[config.mk]
export PLATFORM = sky130hd
export DESIGN_NAME = mcbrq_ptr
export DESIGN_NICKNAME = d
export VERILOG_FILES = /design/src/hdl/mcbrq_pkg.sv /design/src/hdl/mcbrq_ptr.sv
export SDC_FILE = /design/constraint.sdc
export NUM_CORES = 1
export LEC_CHECK = 0
export BUFFER_PORTS_ARGS = -buffer_cell sky130_fd_sc_hd__buf_2
export CORE_ASPECT_RATIO = 1.5
export CORE_MARGIN = 2
export CORE_UTILIZATION = 25
export CTS_CLUSTER_SIZE = 8
export DETAILED_ROUTE_END_ITERATION = 7
export HOLD_SLACK_MARGIN = 0.05
export PLACE_DENSITY = 0.37
export SETUP_SLACK_MARGIN = 0.2
export SYNTH_ARGS = -nofsm -noshare
export SYNTH_HDL_FRONTEND = slang
export SYNTH_SLANG_ARGS = --single-unit
[constraint.sdc]
create_clock -name clk -period 8.9 [get_ports clk]
set_clock_uncertainty 0.1 [all_clocks]
set_input_delay 0.445 -clock clk [delete_from_list [all_inputs] [get_ports clk]]
set_output_delay 0.445 -clock clk [all_outputs]
set_load 0.01 [all_outputs]
[src/hdl/mcbrq_pkg.sv]
// Shared types and constants of the multi-channel byte ring queue.
package mcbrq_pkg;

	localparam int REG_COUNT = 4;
	localparam int REG_IDX_W = 2;
	localparam int DATA_W = 8;
	localparam int CHAN_W = 3;
	localparam logic [DATA_W-1:0] CAP_RESET = 8'd16;

	typedef enum logic {
		OP_PUSH = 1'b0,
		OP_POP  = 1'b1
	} op_t;

	typedef enum logic [1:0] {
		ST_OK       = 2'd0,
		ST_FULL     = 2'd1,
		ST_EMPTY    = 2'd2,
		ST_BAD_CHAN = 2'd3
	} status_t;

	typedef struct packed {
		status_t status;
		logic    full;
		logic    empty;
		logic    wr_en;
		logic    rd_en;
	} step_res_t;

endpackage

[src/hdl/mcbrq_ptr.sv]
// Capacity registers, head and tail pointers, and the per-beat push/pop decision.
module mcbrq_ptr import mcbrq_pkg::*; #(
	parameter int NUM_CHANNELS = 4,
	parameter int SLOTS_PER_CHANNEL = 256,
	parameter int ADDR_W = 10
) (
	input  logic                 clk,
	input  logic                 arst_n,
	input  logic                 cfg_we,
	input  logic [REG_IDX_W-1:0] cfg_index,
	input  logic [DATA_W-1:0]    cfg_wdata,
	input  logic                 step_en,
	input  op_t                  op,
	input  logic [CHAN_W-1:0]    channel,
	output step_res_t            res,
	output logic [ADDR_W-1:0]    addr
);

	localparam int PTR_W = (SLOTS_PER_CHANNEL > 1) ? $clog2(SLOTS_PER_CHANNEL) : 1;
	localparam int CAP_W = $clog2(SLOTS_PER_CHANNEL + 1);
	localparam int CH_W = (NUM_CHANNELS > 1) ? $clog2(NUM_CHANNELS) : 1;
	localparam int CMP_W = (CAP_W > DATA_W) ? CAP_W : DATA_W;

	logic [DATA_W-1:0] cap_q  [REG_COUNT];
	logic [PTR_W-1:0]  head_q [NUM_CHANNELS];
	logic [PTR_W-1:0]  tail_q [NUM_CHANNELS];

	logic              ch_ok;
	logic [CH_W-1:0]   ch_idx;
	logic [DATA_W-1:0] cap_raw;
	logic [CAP_W-1:0]  cap;
	logic [PTR_W-1:0]  head, tail, head_nxt, tail_nxt;
	logic              full_pre, empty_pre, push_ok, pop_ok;

	function automatic logic [PTR_W-1:0] ring_inc(input logic [PTR_W-1:0] p,
			input logic [CAP_W-1:0] c);
		logic [CAP_W-1:0] p1;
		p1 = CAP_W'(p) + CAP_W'(1);
		return (p1 == c) ? '0 : PTR_W'(p1);
	endfunction

	always_comb begin
		ch_ok   = (channel != '0) && (channel <= CHAN_W'(NUM_CHANNELS));
		ch_idx  = CH_W'(channel - CHAN_W'(1));
		cap_raw = cap_q[REG_IDX_W'(ch_idx)];
		if (cap_raw == '0) begin
			cap = CAP_W'(1);
		end else if (CMP_W'(cap_raw) > CMP_W'(SLOTS_PER_CHANNEL)) begin
			cap = CAP_W'(SLOTS_PER_CHANNEL);
		end else begin
			cap = CAP_W'(cap_raw);
		end
		head      = head_q[ch_idx];
		tail      = tail_q[ch_idx];
		full_pre  = (ring_inc(tail, cap) == head);
		empty_pre = (head == tail);
		push_ok   = (op == OP_PUSH) && !full_pre;
		pop_ok    = (op == OP_POP) && !empty_pre;
		head_nxt  = pop_ok ? ring_inc(head, cap) : head;
		tail_nxt  = push_ok ? ring_inc(tail, cap) : tail;

		priority if (!ch_ok) begin
			res.status = ST_BAD_CHAN;
		end else if ((op == OP_PUSH) && !push_ok) begin
			res.status = ST_FULL;
		end else if ((op == OP_POP) && !pop_ok) begin
			res.status = ST_EMPTY;
		end else begin
			res.status = ST_OK;
		end
		res.full  = ch_ok && (ring_inc(tail_nxt, cap) == head_nxt);
		res.empty = ch_ok && (head_nxt == tail_nxt);
		res.wr_en = step_en && ch_ok && push_ok;
		res.rd_en = step_en && ch_ok && pop_ok;
		addr = ADDR_W'(ch_idx) * ADDR_W'(SLOTS_PER_CHANNEL)
			+ ADDR_W'((op == OP_PUSH) ? tail : head);
	end

	always_ff @(posedge clk or negedge arst_n) begin
		if (!arst_n) begin
			for (int r = 0; r < REG_COUNT; r++) begin
				cap_q[r] <= CAP_RESET;
			end
			for (int i = 0; i < NUM_CHANNELS; i++) begin
				head_q[i] <= '0;
				tail_q[i] <= '0;
			end
		end else begin
			if (cfg_we) begin
				cap_q[cfg_index] <= cfg_wdata;
			end
			for (int i = 0; i < NUM_CHANNELS; i++) begin
				if (cfg_we && (cfg_index == REG_IDX_W'(i))) begin
					head_q[i] <= '0;
					tail_q[i] <= '0;
				end else if (step_en && ch_ok && (ch_idx == CH_W'(i))) begin
					head_q[i] <= head_nxt;
					tail_q[i] <= tail_nxt;
				end
			end
		end
	end

endmodule

==> results.sh, run 1 <==
export IMPL_status="finished, final reports clean"
export IMPL_crit_arrival_ns=7.29
export IMPL_die_x_um=135.8
export IMPL_relSlewSlack=0.2556
export IMPL_clock_fmax_mhz=127.6
export IMPL_top_usage_layer="met2"
export IMPL_multi_input_area_mm2=0.003844
export IMPL_power_density_mw_per_mm2=173.4
export IMPL_cpPeakStageDelay_ns=0.52
export IMPL_cp_end_kind="primary output"
export IMPL_grt_max_degree=66
export IMPL_grt_antenna_before_repair=0
export IMPL_routed_wl_um=21780
export IMPL_synth_area_leader_cell="dfrtp_1"
export IMPL_cts_root_buffer="clkbuf_16"
export IMPL_seq_area_frac_synth=0.3694
export IMPL_avgViaCountPerCell=5.215
export IMPL_synth_async_sr_flop_share=1.000
export IMPL_drc=0
export IMPL_crit_required_ns=8.36
export IMPL_synth_avg_cell_area_um2=10.18
export IMPL_placed_cells=974
export IMPL_grt_first_pass_wirelength_um=33260
export IMPL_setup_violations_final=0
export IMPL_grtUsageMet3=0.01990
export IMPL_port_buffer_count=33
export IMPL_ant_nets=0
export IMPL_clock_latency_ns=0.35
export IMPL_tightest_slew_ns=1.110
export IMPL_yosys_register_bits=96
export IMPL_drtIter0Drc=295
export IMPL_start_util=0.2538
export IMPL_diodes=0
export IMPL_layout_drive_gt1_share=0.2356
export IMPL_gr_usage_met1=0.1955
export IMPL_firstDrtPassIters=5
export IMPL_synthTopCellsByArea="dfrtp_1 35%, mux4_2 8.3%, mux2_2 5.7%"
export IMPL_slew_violations=0
export IMPL_regArea_mm2=0.002407
export IMPL_fin_tns_setup_ns=0
export IMPL_area_growth_pct=12.34
export IMPL_cts_tree="built"
export IMPL_pre_cts_slack_ns=1.017
export IMPL_synth_distinct_cells=94
export IMPL_syn_area_mm2=0.006518
export IMPL_peakVddDrop_uv=119.7
export IMPL_post_cts_setup_buffer_count=0
export IMPL_syn_num_nets=666
export IMPL_synth_edf_count=0
export IMPL_critical_path_max_fanout=10
export IMPL_first_global_vias=5415
export IMPL_wl_per_cell_um=21.97
export IMPL_hpwlAfterDp_um=16790
export IMPL_grt_usage=0.1642
export IMPL_gp_congestion=0.8470
export IMPL_cts_resized=0
export IMPL_overflow=0
export IMPL_drv_cap=0
export IMPL_synthFlopType="dfrtp_1"
export IMPL_num_rows=72
export IMPL_path_cells="buf_2 > inv_1 > ha_1 > mux4_2 > ha_1 > nor2b_1 > a2bb2oi_1 > nor3_2 > a2111oi_4 > o2111ai_4 > nor2_4 > a2bb2oi_2 > or4_1 > and2_4 > a22o_1 > ha_1 > inv_1 > a221oi_2 > xnor3_1 > a311o_1 > or4b_1 > a221oi_1 > buf_2"
export IMPL_die_y_um=201.8
export IMPL_crit_top_cell="ha_1"
export IMPL_core_mm2=0.02567
export IMPL_clk_pin_slew_ns=0.07
export IMPL_cp_start_kind="input port"
export IMPL_io_pins=34
export IMPL_path_buf_inv=4
export IMPL_via_count=5168
export IMPL_synthCells=640
export IMPL_fill_cells=2700
export IMPL_ctsHoldBuffers=1
export IMPL_fin_cells=991
export IMPL_ys_warn_count=0
export IMPL_die_area_mm2=0.02740
export IMPL_clkSinkCount=96
export IMPL_period_needed_ns=7.836
export IMPL_grt_use_met2=0.2938
export IMPL_holdCritPathClass="in2reg"
export IMPL_crit_slowest_cell="ha_1"
export IMPL_rsz0062_at_grt="false"
export IMPL_clk_path_buf_depth=2
export IMPL_hold_viol=0
export IMPL_worst_slack_ns=1.064
export IMPL_h_tree_depth=3
export IMPL_min_period_over_period=0.8804
export IMPL_critPathTopFamily="compound AO/OA/AOI/OAI gates"
export IMPL_synth_top_cell_area_share=0.3532
export IMPL_path_class="in2out"
export IMPL_p_leak_nw=2.986
export IMPL_final_nets=679
export IMPL_numCtsBuffers=9
[power breakdown]
group,switching (mW),leakage (nW),internal (mW)
Clock,0.172,0.164,0.257
Combinational,0.207,1.56,0.145
Sequential,0.0158,1.27,0.472
[through the flow]
| step | hold WS (ns) | instance area, µm² | total power, mW | utilization |
|---|---|---|---|---|
| after floorplan | 0.04941 | 6518 | 0.7405 | - |
| after global placement | 0.3079 | 6978 | 0.8442 | 0.2718 |
| after detailed placement | 0.3089 | 6978 | 0.8500 | 0.2718 |
| after CTS | 0.2523 | 7322 | 1.287 | 0.2852 |
| after global routing | 0.2649 | 7322 | 1.337 | 0.2852 |
| final | 0.2671 | 7322 | 1.269 | 0.2852 |
[synthesized netlist by cell type, drive strengths merged, types with 3 or more instances]
library cell / number
nor2b: 7
o21a: 3
a2bb2oi: 4
xnor2: 31
and3: 9
buf: 17
nand3: 22
a21oi: 13
nand4b: 4
nand4: 4
nor4: 8
a21boi: 6
mux2: 34
nand2: 87
o31ai: 3
mux4: 24
inv: 20
nor3: 11
xnor3: 7
ha: 8
dfrtp: 92
nor2: 25
or4: 3
a31oi: 5
and2: 9
o21ai: 75
a221oi: 3
nor4b: 4
o41ai: 3
clkbuf: 24
xor2: 11
a22o: 10
dfstp: 4
[flip-flops by register name, summed over array words and instances, names as in the netlist]
register / flops
cap_q: 32
head_q: 32
tail_q: 32
[layout make-up]
class,count,area share
flip-flops and latches,96,0.3288
well taps,333,0.05690
inverters,20,0.01025
clock inverters,6,0.01299
multi-input cells,483,0.5249
repair buffers,43,0.03349
clock buffers,10,0.03264
[cells by family after synthesis]
family	count (synthesis)	synth area share
AOI/OAI and AO/OA	159	0.1801
xor gates and xnor gates	49	0.08178
adders and majority gates	9	0.01689
buffers and inverters	61	0.04224
DFF	96	0.3694
muxes	60	0.1448
and+or+nand+nor	206	0.1649
[per-layer routing]
layer  up-vias  routed length [µm]  share of wire
met5         -                   0              0
met4         0                 738          0.034
met3        42                 657          0.030
met2       126               11320           0.52
met1      2627                9061           0.42
li1       2373                   -              -
[path summary, 6_finish.rpt]
path | to | slack [ns] | cells after the start | startpoint
worst max-delay path | res[3] | 1.06 | 23 | channel[0]
worst min register to register | tail_q[19]$_DFFE_PN0P_ | 0.37 | 2 | tail_q[19]$_DFFE_PN0P_
worst max register to register | tail_q[7]$_DFFE_PN0P_ | 3.89 | 13 | tail_q[24]$_DFFE_PN0P_
worst min-delay path | cap_q[20]$_DFFE_PN1P_ | 0.27 | 2 | cfg_wdata[4]
min in group asynchronous | cap_q[7]$_DFFE_PN0P_ | 0.47 | 2 | arst_n
max in group asynchronous | head_q[17]$_DFFE_PN0P_ | 7.02 | 3 | arst_n
[cells in the final DEF, fill, tap and decap left out, drive strengths merged, types with 3 or more instances in the layout]
master and n:
a21boi 6, a21oi 13, a221oi 3, a22o 10
a2bb2oi 4, a31oi 5, and2 9, and3 9
buf 42, clkbuf 10, dfrtp 92, dfstp 4
ha 8, inv 23, mux2 34, mux4 24
nand2 87, nand3 22, nand4 4, nand4b 4
nor2 25, nor2b 7, nor3 11, nor4 8
nor4b 4, o21a 3, o21ai 75, o31ai 3
o41ai 3, or4 3, xnor2 31, xnor3 7
xor2 11
Power figures use the tool's default switching activity.
==> inputs of run 2 (changes only) <==
--- a/config.mk
+++ b/config.mk
@@ -12,7 +12,7 @@
 export CTS_CLUSTER_SIZE = 8
 export DETAILED_ROUTE_END_ITERATION = 7
 export HOLD_SLACK_MARGIN = 0.05
-export PLACE_DENSITY = 0.37
+export PLACE_DENSITY = 0.39
 export SETUP_SLACK_MARGIN = 0.2
 export SYNTH_ARGS = -nofsm -noshare
 export SYNTH_HDL_FRONTEND = slang
==> run 2 against run 1 <==
Against the previous run: cell area shrank 0.63%; utilization decreased by 0.18 points; register-to-register slack worse by 0.16 ns; cell count decreased by 0.40%; maximum frequency is 1.8% lower; combinational power hardly changed; sequential share of layout area increased by 0.21 points; global-route usage barely moved; critical path type unchanged; critical endpoint unchanged; largest power group unchanged.
==> results.sh, run 2 (synthesized netlist as in run 1, its figures left out) <==
export IMPL_status="finished, final reports clean"
export IMPL_grt_usage=0.1642
export IMPL_numCtsBuffers=9
export IMPL_grt_max_degree=73
export IMPL_mostFrequentLayoutCell="dfrtp_1"
export IMPL_cts_resized=0
export IMPL_clkSinkCount=96
export IMPL_wl_per_cell_um=21.90
export IMPL_utilization=0.2834
export IMPL_port_buffer_count=33
export IMPL_io_pins=34
export IMPL_min_from="cfg_wdata[0]"
export IMPL_fin_tns_setup_ns=0
export IMPL_rsz0062_at_grt="false"
export IMPL_clk_path_buf_depth=2
export IMPL_whs_endpoint="cap_q[16]$_DFFE_PN0P_"
export IMPL_cts_tree="built"
export IMPL_num_rows=72
export IMPL_avgViaCountPerCell=5.213
export IMPL_tightest_slew_ns=1.164
export IMPL_routed_wl_um=21620
export IMPL_hpwlAfterDp_um=16320
export IMPL_ctsHoldBuffers=1
export IMPL_setup_violations_final=0
export IMPL_critPathTopFamily="compound AO/OA/AOI/OAI gates"
export IMPL_timing_rr_start="tail_q[16]$_DFFE_PN0P_"
export IMPL_reg2reg_slack_ns=3.73
export IMPL_clock_fmax_mhz=125.3
export IMPL_holdCritPathClass="in2reg"
export IMPL_relSlewSlack=0.2191
export IMPL_die_y_um=201.8
export IMPL_regArea_mm2=0.002407
export IMPL_p_total_mw=1.247
export IMPL_ant_nets=0
export IMPL_die_x_um=135.8
export IMPL_multi_input_area_mm2=0.003855
export IMPL_crit_slowest_cell="o41ai_4"
export IMPL_start_util=0.2538
export IMPL_post_cts_setup_buffer_count=0
export IMPL_clock_latency_ns=0.36
export IMPL_crit_required_ns=8.36
export IMPL_gp_congestion=0.8840
export IMPL_drtIter0Drc=278
export IMPL_clk_pin_slew_ns=0.06
export IMPL_reg_top3="cap_q (32), head_q (32), tail_q (32)"
export IMPL_firstDrtPassIters=4
export IMPL_overflow=0
export IMPL_final_cell_mix="92 x dfrtp_1, 86 x nand2_1, 72 x o21ai_0"
export IMPL_drc=0
export IMPL_cpPeakStageDelay_ns=0.78
export IMPL_via_count=5145
export IMPL_ff2ff_path_depth=13
export IMPL_power_density_mw_per_mm2=171.5
export IMPL_cp_end_kind="primary output"
export IMPL_cts_root_buffer="clkbuf_16"
export IMPL_area_growth_pct=11.63
export IMPL_period_needed_ns=7.982
export IMPL_crit_arrival_ns=7.44
export IMPL_grt_antenna_before_repair=0
export IMPL_layout_drive_gt1_share=0.2355
export IMPL_path_cells="buf_2 > inv_1 > ha_1 > mux4_2 > ha_1 > nor2b_1 > a2bb2oi_1 > nor3_2 > a2111oi_4 > o2111ai_4 > o22ai_1 > a2bb2oi_2 > o41ai_4 > nand2_1 > and2_1 > inv_1 > ha_1 > inv_1 > a221oi_2 > xnor3_1 > a311o_1 > or4b_1 > a221oi_1 > buf_2"
export IMPL_drv_cap=0
export IMPL_die_area_mm2=0.02740
export IMPL_final_nets=675
export IMPL_peakVddDrop_uv=83.51
export IMPL_slew_violations=0
export IMPL_grt_first_pass_wirelength_um=33500
export IMPL_hold_viol=0
export IMPL_path_buf_inv=5
export IMPL_core_mm2=0.02567
export IMPL_p_leak_nw=2.964
export IMPL_hold_depth=2
export IMPL_path_class="in2out"
export IMPL_diodes=0
export IMPL_fill_cells=2719
export IMPL_first_global_vias=5348
export IMPL_min_period_over_period=0.8969
export IMPL_critical_path_max_fanout=10
export IMPL_r2r_end="tail_q[22]$_DFFE_PN0P_"
export IMPL_cp_start_kind="input port"
export IMPL_h_tree_depth=3
## run 2: how the worst max path moves through the flow
stage,startpoint,endpoint,slack [ns],cells past startpoint
after floorplan,channel[0],res[3],1.48,28
after global placement,channel[0],res[3],1.00,23
after detailed placement,channel[0],res[3],0.88,24
after CTS,channel[0],res[3],0.86,24
after global routing,channel[0],res[3],0.48,24
final,channel[0],res[3],0.92,24
## run 2: where the power goes
part	internal, mW	switching, mW	total [mW]
registers	0.472	0.0161	0.488
clock network	0.233	0.174	0.406
logic	0.143	0.209	0.353
total	0.849	0.399	1.25
## run 2: area by class of cell
| type | count | share of cell area |
|---|---|---|
| Multi-Input combinational cell | 483 | 0.5298 |
| Sequential cell | 96 | 0.3309 |
| Tap cell | 333 | 0.05727 |
| Clock buffer | 11 | 0.03474 |
| Timing Repair Buffer | 39 | 0.02958 |
| Inverter | 20 | 0.01032 |
| Clock inverter | 5 | 0.007395 |
## run 2: layer usage
metal	global-route usage	vias to the layer above	wire (µm)
met5	0	-	0
met4	0.05432	0	512
met3	0.02116	27	567
met2	0.2920	103	11300
met1	0.2028	2649	9234
li1	-	2366	-
## run 2: through the flow
step / setup slack (ns) / hold slack (ns) / std cells / cell area, µm²
floorplan: 1.480 / 0.04941 / 640 / 6518
global placement: 1.005 / 0.2663 / 970 / 6959
detailed placement: 0.8835 / 0.2724 / 970 / 6959
CTS: 0.8595 / 0.2565 / 987 / 7276
global route: 0.4833 / 0.2656 / 987 / 7276
finish: 0.9176 / 0.2621 / 987 / 7276
## run 2: worst reg2reg max path: cells and delay by family (launching register included)
family                   cells  cell delay [ns]
AO/OA/AOI/OAI                7             2.18
AND/OR/NAND/NOR              4             1.39
multiplexers                 1             0.59
flip-flops                   1             0.39
adder cells (fa/ha/maj)      1             0.35
